$ cat src/rtl/crf_pkg.sv
// Shared constants, types and records of the checksummed frame receiver.
`default_nettype none
package crf_pkg;

  localparam logic [7:0] SyncByte   = 8'hAA;
  localparam logic [7:0] CmdVolume  = 8'h17;
  localparam logic [7:0] VolumeTag  = 8'h04;
  localparam logic [7:0] CmdStatus  = 8'h1E;
  localparam logic [7:0] CmdNull    = 8'h00;
  localparam logic [3:0] VolumeMask = 4'hF;
  localparam logic [7:0] AckOpcode  = 8'h14;

  localparam logic [7:0] VolumeLen  = 8'd4;
  localparam logic [7:0] StatusLen  = 8'd8;
  localparam logic [7:0] NullLen    = 8'd3;

  localparam int unsigned HeadDepth = 7;
  localparam int unsigned HeadIdxW  = $clog2(HeadDepth);

  localparam int unsigned MidDepthDefault = 2;
  localparam int unsigned OutDepthDefault = 2;

  // Parser phase, one-hot.
  typedef enum logic [3:0] {
    PhHunt  = 4'b0001,
    PhLenHi = 4'b0010,
    PhLenLo = 4'b0100,
    PhBody  = 4'b1000
  } phase_e;

  // Status flags as stored.
  typedef struct packed {
    logic streaming;
    logic pairing;
    logic link;
    logic power;
  } flags_t;

  // Finished frame, classified by the front end.
  typedef struct packed {
    logic       checksum_ok;
    logic [7:0] command_code;
    logic [7:0] payload_length;
    logic       ack_needed;
    logic       vol_wr;
    logic [3:0] vol;
    logic       flags_wr;
    flags_t     flags;
  } frame_rec_t;

  // One result beat.
  typedef struct packed {
    logic       checksum_ok;
    logic [7:0] command_code;
    logic [7:0] payload_length;
    logic       ack_needed;
    logic [3:0] speaker_volume;
    flags_t     flags;
  } result_t;

endpackage
`default_nettype wire

$ cat src/rtl/crf_fifo.sv
// Small first-in first-out queue with the head shown combinationally.
`default_nettype none
module crf_fifo #(
  parameter int unsigned Width = 8,
  parameter int unsigned Depth = 2
) (
  input  wire logic             clk_i,
  input  wire logic             rst_ni,
  input  wire logic             push_i,
  input  wire logic [Width-1:0] data_i,
  output logic                  full_o,
  input  wire logic             pop_i,
  output logic [Width-1:0]      data_o,
  output logic                  empty_o
);

  localparam int unsigned PtrW = (Depth > 1) ? $clog2(Depth) : 1;
  localparam int unsigned CntW = $clog2(Depth + 1);

  logic [Width-1:0] mem_q [Depth];
  logic [PtrW-1:0]  wr_ptr_q, wr_ptr_d;
  logic [PtrW-1:0]  rd_ptr_q, rd_ptr_d;
  logic [CntW-1:0]  cnt_q, cnt_d;
  logic             do_push, do_pop;

  assign full_o  = (cnt_q == CntW'(Depth));
  assign empty_o = (cnt_q == '0);
  assign do_push = push_i && !full_o;
  assign do_pop  = pop_i && !empty_o;
  assign data_o  = mem_q[rd_ptr_q];

  always_comb begin
    wr_ptr_d = wr_ptr_q;
    rd_ptr_d = rd_ptr_q;
    cnt_d    = cnt_q;
    if (do_push) begin
      wr_ptr_d = (wr_ptr_q == PtrW'(Depth - 1)) ? '0 : wr_ptr_q + PtrW'(1);
    end
    if (do_pop) begin
      rd_ptr_d = (rd_ptr_q == PtrW'(Depth - 1)) ? '0 : rd_ptr_q + PtrW'(1);
    end
    if (do_push && !do_pop) begin
      cnt_d = cnt_q + CntW'(1);
    end else if (do_pop && !do_push) begin
      cnt_d = cnt_q - CntW'(1);
    end
  end

  always_ff @(posedge clk_i or negedge rst_ni) begin
    if (!rst_ni) begin
      wr_ptr_q <= '0;
      rd_ptr_q <= '0;
      cnt_q    <= '0;
    end else begin
      wr_ptr_q <= wr_ptr_d;
      rd_ptr_q <= rd_ptr_d;
      cnt_q    <= cnt_d;
    end
  end

  always_ff @(posedge clk_i) begin
    if (do_push) begin
      mem_q[wr_ptr_q] <= data_i;
    end
  end

endmodule
`default_nettype wire

$ cat src/rtl/crf_front.sv
// Front end: frame parser, checksum accumulator and command classifier.
`default_nettype none
module crf_front
  import crf_pkg::*;
(
  input  wire logic       clk_i,
  input  wire logic       rst_ni,
  input  wire logic       byte_valid_i,
  input  wire logic [7:0] rx_byte_i,
  output logic            rec_push_o,
  output frame_rec_t      rec_o
);

  phase_e     phase_q, phase_d;
  logic       zps_q, zps_d;
  logic [7:0] len_q, len_d;
  logic [7:0] cnt_q, cnt_d;
  logic [7:0] sum_q, sum_d;
  logic [7:0] head_q [HeadDepth];
  logic [7:0] sum_next;
  logic       head_wr;
  logic       is_vol, is_status, is_null, ok;

  assign sum_next = sum_q + rx_byte_i;

  // Classify from the kept head bytes; only consulted on the checksum beat.
  assign ok        = (sum_next == 8'h00);
  assign is_vol    = (head_q[0] == CmdVolume) && (len_q == VolumeLen) &&
                     (head_q[2] == VolumeTag);
  assign is_status = (head_q[0] == CmdStatus) && (len_q == StatusLen);
  assign is_null   = (head_q[0] == CmdNull) && (len_q == NullLen);

  always_comb begin
    rec_o.checksum_ok    = ok;
    rec_o.command_code   = head_q[0];
    rec_o.payload_length = len_q;
    rec_o.ack_needed     = ok && (is_vol || is_status || is_null);
    rec_o.vol_wr         = ok && is_vol;
    rec_o.vol            = head_q[3][3:0] & VolumeMask;
    rec_o.flags_wr       = ok && !is_vol && is_status;
    rec_o.flags.power     = (head_q[1] != 8'h00);
    rec_o.flags.link      = (head_q[2] != 8'h00);
    rec_o.flags.pairing   = (head_q[1] == 8'h01);
    rec_o.flags.streaming = (head_q[6] != 8'h00);
  end

  always_comb begin
    phase_d    = phase_q;
    zps_d      = zps_q;
    len_d      = len_q;
    cnt_d      = cnt_q;
    sum_d      = sum_q;
    head_wr    = 1'b0;
    rec_push_o = 1'b0;
    if (byte_valid_i) begin
      unique case (phase_q)
        PhHunt: begin
          if (rx_byte_i == 8'h00 && !zps_q) begin
            zps_d = 1'b1;
          end else if (rx_byte_i == SyncByte) begin
            zps_d   = 1'b0;
            sum_d   = 8'h00;
            phase_d = PhLenHi;
          end else begin
            zps_d = 1'b0;
          end
        end
        PhLenHi: begin
          sum_d   = sum_next;
          phase_d = PhLenLo;
        end
        PhLenLo: begin
          len_d = rx_byte_i;
          cnt_d = 8'h00;
          if (rx_byte_i == 8'h00) begin
            sum_d   = 8'h00;
            zps_d   = 1'b0;
            phase_d = PhHunt;
          end else begin
            sum_d   = sum_next;
            phase_d = PhBody;
          end
        end
        PhBody: begin
          if (cnt_q < len_q) begin
            sum_d   = sum_next;
            head_wr = (cnt_q < 8'(HeadDepth));
            cnt_d   = cnt_q + 8'd1;
          end else begin
            rec_push_o = 1'b1;
            sum_d      = 8'h00;
            cnt_d      = 8'h00;
            zps_d      = 1'b0;
            phase_d    = PhHunt;
          end
        end
        default: begin
          sum_d   = 8'h00;
          cnt_d   = 8'h00;
          zps_d   = 1'b0;
          phase_d = PhHunt;
        end
      endcase
    end
  end

  always_ff @(posedge clk_i or negedge rst_ni) begin
    if (!rst_ni) begin
      phase_q <= PhHunt;
      zps_q   <= 1'b0;
      len_q   <= 8'h00;
      cnt_q   <= 8'h00;
      sum_q   <= 8'h00;
    end else begin
      phase_q <= phase_d;
      zps_q   <= zps_d;
      len_q   <= len_d;
      cnt_q   <= cnt_d;
      sum_q   <= sum_d;
    end
  end

  always_ff @(posedge clk_i) begin
    if (head_wr) begin
      head_q[cnt_q[HeadIdxW-1:0]] <= rx_byte_i;
    end
  end

endmodule
`default_nettype wire

$ cat src/rtl/crf_back.sv
// Back end: applies classified frames to the stored volume and status.
`default_nettype none
module crf_back
  import crf_pkg::*;
(
  input  wire logic       clk_i,
  input  wire logic       rst_ni,
  input  wire logic       rec_valid_i,
  input  wire frame_rec_t rec_i,
  output logic            rec_pop_o,
  input  wire logic       res_full_i,
  output logic            res_push_o,
  output result_t         res_o
);

  logic [3:0] vol_q, vol_d;
  flags_t     flags_q, flags_d;

  assign rec_pop_o  = rec_valid_i && !res_full_i;
  assign res_push_o = rec_pop_o;

  always_comb begin
    vol_d   = rec_i.vol_wr ? rec_i.vol : vol_q;
    flags_d = rec_i.flags_wr ? rec_i.flags : flags_q;
    res_o.checksum_ok    = rec_i.checksum_ok;
    res_o.command_code   = rec_i.command_code;
    res_o.payload_length = rec_i.payload_length;
    res_o.ack_needed     = rec_i.ack_needed;
    res_o.speaker_volume = vol_d;
    res_o.flags          = flags_d;
  end

  always_ff @(posedge clk_i or negedge rst_ni) begin
    if (!rst_ni) begin
      vol_q   <= 4'h0;
      flags_q <= '0;
    end else if (rec_pop_o) begin
      vol_q   <= vol_d;
      flags_q <= flags_d;
    end
  end

endmodule
`default_nettype wire

$ cat src/rtl/checksummed_frame_receiver_core.sv
// Top level of the checksummed frame receiver: parser, frame queue, decoder, result queue.
//
//   Channel   Handshake            Payload
//   -------   ------------------   -----------------------------------------------
//   input     push / full          rx_byte_i
//   result    pop / empty          checksum_ok_o, command_code_o, payload_length_o,
//                                  ack_needed_o, speaker_volume_o, power_on_o,
//                                  link_connected_o, pairing_mode_o,
//                                  streaming_active_o
//
// One received byte is taken every cycle while full is low; the parser never holds a beat back.
// A result enters the frame queue at the edge that accepts its checksum byte; the decoder
// then moves it into the result queue, stalling while that queue is full.
// full rises only while the frame queue between parser and decoder is full; empty is low
// whenever the result queue holds a beat.
// Reset is asynchronous and active low; it returns the parser to the sync hunt and
// clears the stored volume and status. The kept payload bytes have no reset.
`default_nettype none
module checksummed_frame_receiver_core
  import crf_pkg::*;
#(
  parameter int unsigned MidDepth = MidDepthDefault,
  parameter int unsigned OutDepth = OutDepthDefault
) (
  input  wire logic       clk_i,
  input  wire logic       rst_ni,
  input  wire logic       push,
  output logic            full,
  input  wire logic [7:0] rx_byte_i,
  output logic            empty,
  input  wire logic       pop,
  output logic            checksum_ok_o,
  output logic [7:0]      command_code_o,
  output logic [7:0]      payload_length_o,
  output logic            ack_needed_o,
  output logic [3:0]      speaker_volume_o,
  output logic            power_on_o,
  output logic            link_connected_o,
  output logic            pairing_mode_o,
  output logic            streaming_active_o
);

  logic       byte_fire;
  logic       rec_push, rec_pop, rec_empty, rec_full;
  frame_rec_t rec_in, rec_out;
  logic       res_push, res_full;
  result_t    res_in, res_out;

  // Accept a byte whenever the frame queue can take a finished frame.
  assign full      = rec_full;
  assign byte_fire = push && !rec_full;

  crf_front u_front (
    .clk_i        (clk_i),
    .rst_ni       (rst_ni),
    .byte_valid_i (byte_fire),
    .rx_byte_i    (rx_byte_i),
    .rec_push_o   (rec_push),
    .rec_o        (rec_in)
  );

  // Decouple parsing from decoding so either side can stall on its own.
  crf_fifo #(
    .Width ($bits(frame_rec_t)),
    .Depth (MidDepth)
  ) u_rec_fifo (
    .clk_i   (clk_i),
    .rst_ni  (rst_ni),
    .push_i  (rec_push),
    .data_i  (rec_in),
    .full_o  (rec_full),
    .pop_i   (rec_pop),
    .data_o  (rec_out),
    .empty_o (rec_empty)
  );

  crf_back u_back (
    .clk_i       (clk_i),
    .rst_ni      (rst_ni),
    .rec_valid_i (!rec_empty),
    .rec_i       (rec_out),
    .rec_pop_o   (rec_pop),
    .res_full_i  (res_full),
    .res_push_o  (res_push),
    .res_o       (res_in)
  );

  // Hold finished results until the consumer pops them.
  crf_fifo #(
    .Width ($bits(result_t)),
    .Depth (OutDepth)
  ) u_res_fifo (
    .clk_i   (clk_i),
    .rst_ni  (rst_ni),
    .push_i  (res_push),
    .data_i  (res_in),
    .full_o  (res_full),
    .pop_i   (pop),
    .data_o  (res_out),
    .empty_o (empty)
  );

  assign checksum_ok_o      = res_out.checksum_ok;
  assign command_code_o     = res_out.command_code;
  assign payload_length_o   = res_out.payload_length;
  assign ack_needed_o       = res_out.ack_needed;
  assign speaker_volume_o   = res_out.speaker_volume;
  assign power_on_o         = res_out.flags.power;
  assign link_connected_o   = res_out.flags.link;
  assign pairing_mode_o     = res_out.flags.pairing;
  assign streaming_active_o = res_out.flags.streaming;

endmodule
`default_nettype wire

$ cat config.mk
export PLATFORM = sky130hd
export DESIGN_NAME = checksummed_frame_receiver_core
export DESIGN_NICKNAME = d
export VERILOG_FILES = /design/src/rtl/crf_pkg.sv /design/src/rtl/crf_fifo.sv /design/src/rtl/crf_front.sv /design/src/rtl/crf_back.sv /design/src/rtl/checksummed_frame_receiver_core.sv
export SDC_FILE = /design/constraint.sdc
export NUM_CORES = 1
export LEC_CHECK = 0
export BUFFER_PORTS_ARGS = -buffer_cell sky130_fd_sc_hd__buf_2
export CORE_MARGIN = 8
export CORE_UTILIZATION = 32
export DETAILED_ROUTE_END_ITERATION = 10
export GPL_TIMING_DRIVEN = 0
export PLACE_DENSITY = 0.54
export SYNTH_ARGS = -nofsm -noshare
export SYNTH_HDL_FRONTEND = slang
export SYNTH_HIERARCHICAL = 1
export SYNTH_SLANG_ARGS = --single-unit
export TNS_END_PERCENT = 30
$ cat constraint.sdc
create_clock -name clk_i -period 2.95 [get_ports clk_i]
set_input_delay 0.1475 -clock clk_i [delete_from_list [all_inputs] [get_ports clk_i]]
set_output_delay 0.1475 -clock clk_i [all_outputs]
set_load 0.1 [all_outputs]
# == Yosys cells after proc, flatten, opt, wreduce, memory -nomap -nowiden ==
# Memories as Yosys holds them, arrays and structs flattened.
# Cells that the tools add are included.
# totals
reg_bits,45
latch_bits,0
ram_bits,164
mem_bits_ro,0
output_inout_bits,28
word_cells,136
memories,3
# classes
addsub,10
multipliers,0
div_mod_pow,0
order_cmp,2
n_eq_ne,18
shifts,0
mux,38
n_bitwise,2
n_reduce_logical,47
# mem_list
memory,words,width,read_ports,rd_ports_with_merged_regs,wr,line,rtl
u_front.head_q,7,8,5,0,1,crf_front.sv:19,logic [7:0] head_q [HeadDepth];
u_rec_fifo.mem_q,2,28,1,0,1,crf_fifo.sv:20,logic [Width-1:0] mem_q [Depth];
u_res_fifo.mem_q,2,26,1,0,1,crf_fifo.sv:20,
# op_table
cell,count
$mux W8,5
$pmux W8 S4,1
$logic_not A8 Y1,3
$mux W4,6
$reduce_bool A8 Y1,3
$logic_and A1 B1 Y1,19
$mux W1,19
$eq A8 B3 Y1 const B,2
$eq A8 B5 Y1 const B,2
$pmux W4 S4,1
$pmux W8 S2,1
$logic_not A1 Y1,10
$add A8 B1 Y8 const B,1
$add A8 B8 Y8,1
$eq A8 B1 Y1 const B,1
$eq A8 B2 Y1 const B,1
$eq A8 B4 Y1 const B,1
$eq A8 B8 Y1 const B,1
$lt A8 B3 Y1 const B,1
$lt A8 B8 Y1,1
$mux W2,4
$reduce_and A4 Y1,2
$add A1 B1 Y1 const B,4
$add A2 B1 Y2 const B,2
16 further kinds,25

# == Depth between registers and ports, before layout ==
# Gate-level depths: netlist of run 1.
# depth
ltp_word,9
ltp_mapped,12

# == Modules after synthesis ==
# Netlist of run 1, hierarchy kept.
# by_module_without_submodules
module,n_inst,cells_each,area_each_um2,seq_area_each_um2
crf_front,1,261,3160.5,1783.0
crf_fifo (u_rec_fifo),1,106,2264.7,1781.7
crf_fifo (u_res_fifo),1,100,2173.3,1661.6
crf_back,1,46,575.6,200.2
checksummed_frame_receiver_core,1,2,17.5,0.0

# == Worst setup path before layout of run 1 ==
# Ideal clock, no wire load.
# synth_timing
kind,register to register
start,register u_rec_fifo.cnt_q[0]
end,"memory u_rec_fifo/mem_q[0][0] in the netlist's numbering, enable pin"
setup_ns,0.413
arrival_time_ns,2.770
slack_ns,-0.233
stages_incl_launch_ff,9
n_path_buf,1
cell_sequence,dfrtp_1 > nand2b_1 > inv_1 > nor2b_4 > buf_4 > nand2_1 > nor2_1 > nand2_1 > nor2_1
# synth_between
elab_chain_len,7
# synth_lines
element,line,rtl
from (decl),crf_fifo.sv:23,"logic [CntW-1:0] cnt_q, cnt_d;"
from (signal assigned),crf_fifo.sv:57,cnt_q <= cnt_d;
$eq A2 B2 Y1,crf_fifo.sv:26,assign full_o = (cnt_q == CntW'(Depth));
net full,checksummed_frame_receiver_core.sv:28,"output logic full,"
$logic_not A1 Y1,checksummed_frame_receiver_core.sv:51,assign byte_fire = push && !rec_full;
$logic_and A1 B1 Y1,checksummed_frame_receiver_core.sv:51,
net byte_fire,checksummed_frame_receiver_core.sv:43,logic byte_fire;
$mux W1,crf_front.sv:55,if (byte_valid_i) begin
net rec_push,checksummed_frame_receiver_core.sv:44,"logic rec_push, rec_pop, rec_empty, rec_full;"
$logic_and A1 B1 Y1,crf_fifo.sv:28,assign do_push = push_i && !full_o;
$mux W1,crf_fifo.sv:62,if (do_push) begin
$mux W1 (implied by the code),crf_fifo.sv:63,mem_q[wr_ptr_q] <= data_i;
to (decl),crf_fifo.sv:20,
# The timed path passes the listed nets, and every way through them passes these cells.

==> results of run 1 <==
## layer usage
metal / up-vias / GRT usage, % / routed length (um)
li1: 2049 / - / -
met4: 0 / 3.956 / 206
met3: 14 / 2.350 / 525
met2: 77 / 16.84 / 7653
met5: - / 0 / 0
met1: 2184 / 12.43 / 6967
## state kept, by name (all words and copies together), names as in the netlist
signal and flops:
u_rec_fifo/wr_ptr_q 1, u_res_fifo/cnt_q 2, u_front/len_q 8, u_res_fifo/rd_ptr_q 1, u_front/sum_q 8, u_front/head_q 36
u_front/phase_q 4, u_rec_fifo/rd_ptr_q 1, u_front/cnt_q 8, u_back/vol_q 4, u_res_fifo/mem_q 52, u_res_fifo/wr_ptr_q 1
u_rec_fifo/cnt_q 2, u_rec_fifo/mem_q 56, u_back/flags_q 4
## final cells by class
type                       instances  area (um2)  share of cell area (%)
buffer                            30       262.8                   2.770
clock buffer                      21       471.7                   4.974
clock inverter                    11       122.6                   1.293
inverter                          17       63.81                  0.6728
multi-input combinational        281        2504                   26.40
sequential                       188        5426                   57.22
tap                              330       412.9                   4.354
timing repair buffer              41       220.2                   2.322
## worst max-delay path by stage
stage	from	endpoint	slack (ns)	cells past startpoint
global placement	u_rec_fifo/cnt_q[0]$_DFFE_PN0P_	u_res_fifo/mem_q[0][16]$_DFFE_PP_	-0.44	6
finish	u_front/sum_q[0]$_DFFE_PN0P_	u_rec_fifo/mem_q[0][4]$_DFFE_PP_	0.09	7
CTS	u_front/len_q[2]$_DFFE_PN0P_	u_rec_fifo/mem_q[0][16]$_DFFE_PP_	0.05	8
floorplan	u_rec_fifo/cnt_q[0]$_DFFE_PN0P_	u_front/head_q[2][0]$_DFFE_PP_	0.18	8
detailed placement	u_front/len_q[2]$_DFFE_PN0P_	u_rec_fifo/mem_q[1][25]$_DFFE_PP_	-0.29	7
global route	u_front/sum_q[0]$_DFFE_PN0P_	u_rec_fifo/mem_q[0][4]$_DFFE_PP_	-0.04	7
## cell usage after synthesis (5+ instances only)
library cell / instances
edfxtp_1: 144
mux2_2: 48
dfrtp_1: 43
mux2_4: 34
nor2_1: 26
buf_4: 22
nand2_1: 22
ha_1: 17
inv_1: 17
xnor2_1: 13
nand3_1: 11
nor4_1: 10
o21ai_0: 10
nand4_1: 9
o31ai_1: 8
a21oi_1: 7
xor2_1: 7
and3_1: 6
nand2b_1: 5
nor3_1: 5
## through the flow
step	setup slack (ns)	instance area (um2)	power, mW	util [%]
detailed placement	-0.2887	8825	8.557	35.04
finish	0.08746	9484	10.76	37.66
global route	-0.04180	9484	11.29	37.66
global placement	-0.4412	8802	8.417	34.95
CTS	0.04766	9453	10.87	37.54
floorplan	0.1802	8194	7.738	-
## power by group through the flow
stage | sequential [mW] | clock [mW] | combinational (mW)
after CTS | 3.87 | 2.34 | 4.66
final | 3.87 | 2.27 | 4.62
after global placement | 3.90 | 0 | 4.52
after detailed placement | 3.92 | 0 | 4.63
after global routing | 3.95 | 2.43 | 4.90
after floorplan | 3.82 | 0 | 3.91
## cells by family (layout without fill, tap and decap cells)
family,after synthesis,count (layout),share of synthesized area (%)
fa+ha+maj,18,18,2.841
xor+xnor,20,20,2.138
flops,188,188,66.24
simple gates,114,115,7.958
mux,82,82,12.83
compound gates,46,46,4.002
buf+inv,47,120,3.986
## what timing repair did
| action | 4_1_cts | 5_1_grt |
|---|---|---|
| resized for setup | 6 | 6 |
| gates cloned | 0 | 1 |
| endpoints found under the hold margin | 6 | 0 |
| pin swaps | 0 | 3 |
| endpoints found under the setup margin | 62 | 70 |
| hold buffers | 1 | 0 |
## worst min-delay path, cell delays in order
cell and delay, ns:
buf_2 0.08, o21ai_1 0.08, xnor2_1 0.13
==> results.md, run 1 <==
* H-Tree Depth at 4
* P per Cell Area at around 1100 mW/mm2
* Starting Density at between 30% and 40%
* Switching Power at around 4.5 mW
* Final net count at 606
* Commonest non-fill, non-tap cells in the layout: 144 x edfxtp_1, 48 x mux2_2, 43 x dfrtp_1
* Hold path start: pop
* ANT nets after route at 0
* Final setup viols at 0
* Post-synth EDFFs at approximately 140
* Largest cells by area after synthesis: edfxtp_1 53%, dfrtp_1 13%, mux2_2 6.6%
* Syn nets at around 550
* Max cap viols at 0
* Internal power at 6.271 mW
* Clock transition at path regs at ~0.070 ns
* Biggest area consumer among synthesized cells: edfxtp_1
* CTS tree: done
* DRT Pass-1 Iters at 4
* Share of the synthesized area in the top cell type at roughly 53%
* F_max at around 350 MHz
* Clock Skews at 0.01206 ns
* DP HPWL at between 10,000 and 15,000 um
* Clock Path Buffers at 2
* First-pass GRT wire length at 24,540 um
* Minimum hold slack at slightly below 0.05 ns
* Post-Route WL at ~15,000 um
* Lkg Pwr at 3.535 nW
* Hold Path Depth at 3
* Unrepaired setup endpoints after global routing: true
* Pin count of the biggest net entering global routing at between 40 and 50
* Tmin final at around 2.9 ns
* Kind of critical path: reg2reg
* Hold Vio Cnt, Final at 0
* Setup total negative slack at 0 ns
* DR vias at about 4,300
* Worst R2R Setup Slack at 0.09 ns
* Mapped Area at roughly 0.0082 mm2
* #FFs+latches synth at between 150 and 200
* Max incr delay on CP at about 0.52 ns
* Top FF cell, synth: edfxtp_1
* GR Overflow Total at 0
* Die width at 176.0 um
* Crit Path Max Fanout at 4
* WHS Endpoint: u_res_fifo/rd_ptr_q$_DFFE_PN0P_
* I/O pins at 40
* DRC Markers at 0
* Crit Reg-Reg Startpoint: u_front/sum_q[0]$_DFFE_PN0P_
* Port-buffer cells at 39
* Post-Synthesis Cells at between 500 and 600
* CP Data Required Time at approximately 3.1 ns
* Post-CTS repair timing setup buffer count at 0
* Min-delay worst type: in2reg
* Synth warnings at 6
* Placeable core area at 0.02518 mm2
* Sequential share of the synthesized area at 66.24%
* Initial antenna violation count at 0
* Antenna cells at 0
* Critical Path End Type: flop
* Reg2reg path depth at 7
* Number of global-route vias before repair at between 4,000 and 5,000
* CTS Sinks at 188
* DR vias/cell at 4.705
* TritonCTS Buffers at 17
* R2r endpoint: u_rec_fifo/mem_q[0][4]$_DFFE_PP_
* Non-Filler Instances at between 900 and 1,000
* Global Route Usage Sum at approximately a tenth
* Power share of the clock group at about a fifth
* Worst VDD drop at roughly 620 uV
* Crit path cell chain: ha_1, fa_1, a211oi_1, nor2_1, xnor2_1, nand4_1, nor4_2
* Num rows at just under 60
* Fillers at around 2,300
* Sw Share at between 40% and 50%
* Syn_area_per_cell at 15.91 um2
* Seq pwr share at 36.0%
* DIE AREA at ~0.031 mm2
* Slowest cell on the critical path: nor4_2
* Max-slew headroom at between 10% and 20%
* Worst Path Arrival at 3.05 ns
* Placed Cells at roughly 900
* Cell variety after synth at 56
* Buf+Inv Stages, Crit Path at 0
* Post-synth ARST share at 23.40%
* Share of cells above drive strength 1 at 35.48%
* Pins over their slew limit at 0
* Die height at around 180 um
* Area growth, synth to finish at 15.78%
* CTS Root Cell: clkbuf_16
* Comb power frac at between 40% and 50%
* Status: finished clean
* Worst setup SP type: flop
* Commonest non-fill, non-tap cell in the layout: edfxtp_1
* RePlAce Congestion at 0.8614
* Fin crit share at 97.04%
* Least-Margin Pin Slew at about 1.3 ns
* Clock Latency Late Sink at approximately 0.43 ns
* Cell family with most CP delay: simple AND/OR/NAND/NOR gates
* Avg WL per Cell at roughly 17 um
* DR iter-0 viols at 233
(Power assumes the default switching activity.)
==> run 2, diff against run 1 <==
CORE_UTILIZATION = 55   (was 32)
PLACE_DENSITY = 0.81   (was 0.54)
==> run 2 against run 1 <==
Compared with the run above:
- final area down 2.5%
- clock skew down 0.0015 ns
- first-iteration DRC count down 9.0%
==> results.md, run 2 (synthesis results as in run 1) <==
* Reg with most FFs: u_rec_fifo/mem_q (unchanged)
* Critical Path End Type: flop (unchanged)
* Global Route Usage Sum at 14.59% (was 10.07%)
* Clock Path Buffers at 2 (unchanged)
* Max-slew headroom at 19.65% (was 13.80%)
* I/O pins at 40 (unchanged)
* Least-Margin Pin Slew at 1.205 ns (was 1.293 ns)
* Post-CTS repair timing setup buffer count at 0 (unchanged)
* Max cap viols at 0 (unchanged)
* DRT Pass-1 Iters at 5 (was 4)
* Number of global-route vias before repair at 4,501 (was 4,553)
* Pin count of the biggest net entering global routing at 45 (unchanged)
* Commonest non-fill, non-tap cells in the layout: 144 x edfxtp_1, 48 x mux2_2, 43 x dfrtp_1 (unchanged)
* CP Data Required Time at 3.02 ns (was 3.13 ns)
* Clock Latency Late Sink at 0.43 ns (about the same)
* Clock Skews at 0.01060 ns (was 0.01206 ns)
* Placed Cells at 739 (was 885)
* R2r endpoint: u_front/head_q[0][0]$_DFFE_PP_ (was u_rec_fifo/mem_q[0][4]$_DFFE_PP_)
* CTS Root Cell: clkbuf_16 (unchanged)
* Antenna cells at 0 (unchanged)
* Kind of critical path: reg2reg (unchanged)
* Placeable core area at 0.01453 mm2 (was 0.02518 mm2)
* Avg WL per Cell at 17.57 um (was 16.71 um)
* Min-delay worst type: in2reg (unchanged)
* WHS Endpoint: u_front/head_q[0][4]$_DFFE_PP_ (was u_res_fifo/rd_ptr_q$_DFFE_PN0P_)
* Tmin final at 2.770 ns (was 2.863 ns)
* Unrepaired setup endpoints after global routing: false (was true)
* Crit Path Max Fanout at 8 (was 4)
* Post-Route WL at 13,560 um (was 15,350 um)
* CTS tree: done (unchanged)
* Hold path start: rx_byte_i[4] (was pop)
* Share of cells above drive strength 1 at 34.52% (was 35.48%)
* Hold Vio Cnt, Final at 0 (unchanged)
* Starting Density at 56.36% (was 32.53%)
* CTS Sinks at 188 (unchanged)
* ANT nets after route at 0 (unchanged)
* DRC Markers at 0 (unchanged)
* H-Tree Depth at 4 (unchanged)
* DR vias at 4,291 (was 4,324)
* Clock transition at path regs at 0.06 ns (was 0.07 ns)
* Status: finished clean (unchanged)
* First-pass GRT wire length at 22,400 um (was 24,540 um)
* Port-buffer cells at 39 (unchanged)
* Final net count at 605 (was 606)
* Die width at 138.0 um (was 176.0 um)
* Fin crit share at 93.88% (was 97.04%)
* Non-Filler Instances at 772 (was 919)
* Setup total negative slack at 0 ns (unchanged)
* DR iter-0 viols at 212 (was 233)
* DP HPWL at 9403 um (was 10,530 um)
* Worst setup SP type: flop (unchanged)
* Worst R2R Setup Slack at 0.18 ns (was 0.09 ns)
* Initial antenna violation count at 0 (unchanged)
* Area growth, synth to finish at 12.91% (was 15.78%)
* Hold Path Depth at 1 (was 3)
* Setup ws final at 0.1805 ns (was 0.08746 ns)
* Num rows at 44 (was 58)
* Place WS at -0.3407 ns (was -0.2887 ns)
* DIE AREA at 0.01906 mm2 (was 0.03097 mm2)
* Pins over their slew limit at 0 (unchanged)
* Largest register FFs at 56 (unchanged)
* Crit Reg-Reg Startpoint: u_front/len_q[2]$_DFFE_PN0P_ (was u_front/sum_q[0]$_DFFE_PN0P_)
* Minimum hold slack at 0.05268 ns (was 0.04862 ns)
* Reg2reg path depth at 7 (unchanged)
* Commonest non-fill, non-tap cell in the layout: edfxtp_1 (unchanged)
* F_max at 361.1 MHz (was 349.3 MHz)
* RePlAce Congestion at 0.7945 (was 0.8614)
* Worst Path Arrival at 2.84 ns (was 3.05 ns)
* GR Overflow Total at 0 (unchanged)
* TritonCTS Buffers at 17 (unchanged)
* Final setup viols at 0 (unchanged)
* DR vias/cell at 5.558 (was 4.705)
* Die height at 138.0 um (was 176.0 um)
run 2: cell count changes in the layout (fill, tap and decap cells not counted), sizes merged:
cell	change
inv	-5
clkinv	+2
clkbuf	-3
clkinvlp	+5
nor2	-1
bufinv	+1
run 2: area by class of cell:
class / count / area, um2
sequential: 188 / 5426
timing repair buffer: 41 / 220.2
multi-input combinational: 280 / 2472
inverter: 17 / 63.81
clock buffer: 18 / 429.2
fill: 1001 / 5285
buffer: 30 / 262.8
tap: 184 / 230.2
clock inverter: 14 / 143.9
run 2: critical path, cell delays in order, from the launching register on:
cell and delay (ns):
dfrtp_1 0.44, inv_1 0.07, ha_1 0.31, a211oi_1 0.26, o21ai_1 0.20, a2111oi_1 0.54, nand2b_1 0.20, nor2_2 0.39
run 2: routing by layer:
| layer | wire length (um) | vias to the layer above | track usage (%) |
|---|---|---|---|
| met5 | 0 | - | 0 |
| met4 | 289 | 0 | 7.838 |
| met2 | 7014 | 96 | 25.37 |
| met1 | 5710 | 2129 | 16.09 |
| li1 | - | 2045 | - |
| met3 | 549 | 21 | 3.733 |
run 2: how the worst max path moves through the flow:
stage,cells past startpoint,startpoint,end,slack (ns)
after global routing,8,u_front/len_q[7]$_DFFE_PN0P_,u_rec_fifo/mem_q[0][25]$_DFFE_PP_,0.03
after CTS,7,u_front/len_q[2]$_DFFE_PN0P_,u_front/head_q[2][1]$_DFFE_PP_,0.01
after floorplan,8,u_rec_fifo/cnt_q[0]$_DFFE_PN0P_,u_front/head_q[2][0]$_DFFE_PP_,0.18
after detailed placement,8,u_front/len_q[7]$_DFFE_PN0P_,u_rec_fifo/mem_q[0][24]$_DFFE_PP_,-0.34
final,7,u_front/len_q[2]$_DFFE_PN0P_,u_front/head_q[0][0]$_DFFE_PP_,0.18
after global placement,8,u_front/len_q[7]$_DFFE_PN0P_,u_rec_fifo/mem_q[0][16]$_DFFE_PP_,-0.32
run 2: what timing repair did:
item / in CTS / in global routing
hold endpoints to repair: 43 / 0
hold buffers: 1 / 0
setup endpoints to repair: 80 / 60
gates resized for setup: 5 / 4
run 2: through the flow:
stage	cell area [um2]	util, %
global route	9249	63.64
finish	9249	63.64
detailed placement	8637	59.43
global placement	8620	59.31
floorplan	8194	-
CTS	9240	63.58
Power of run 2 is not shown: default switching activity piles up to over one toggle a cycle in this logic, so the estimate is an artifact.
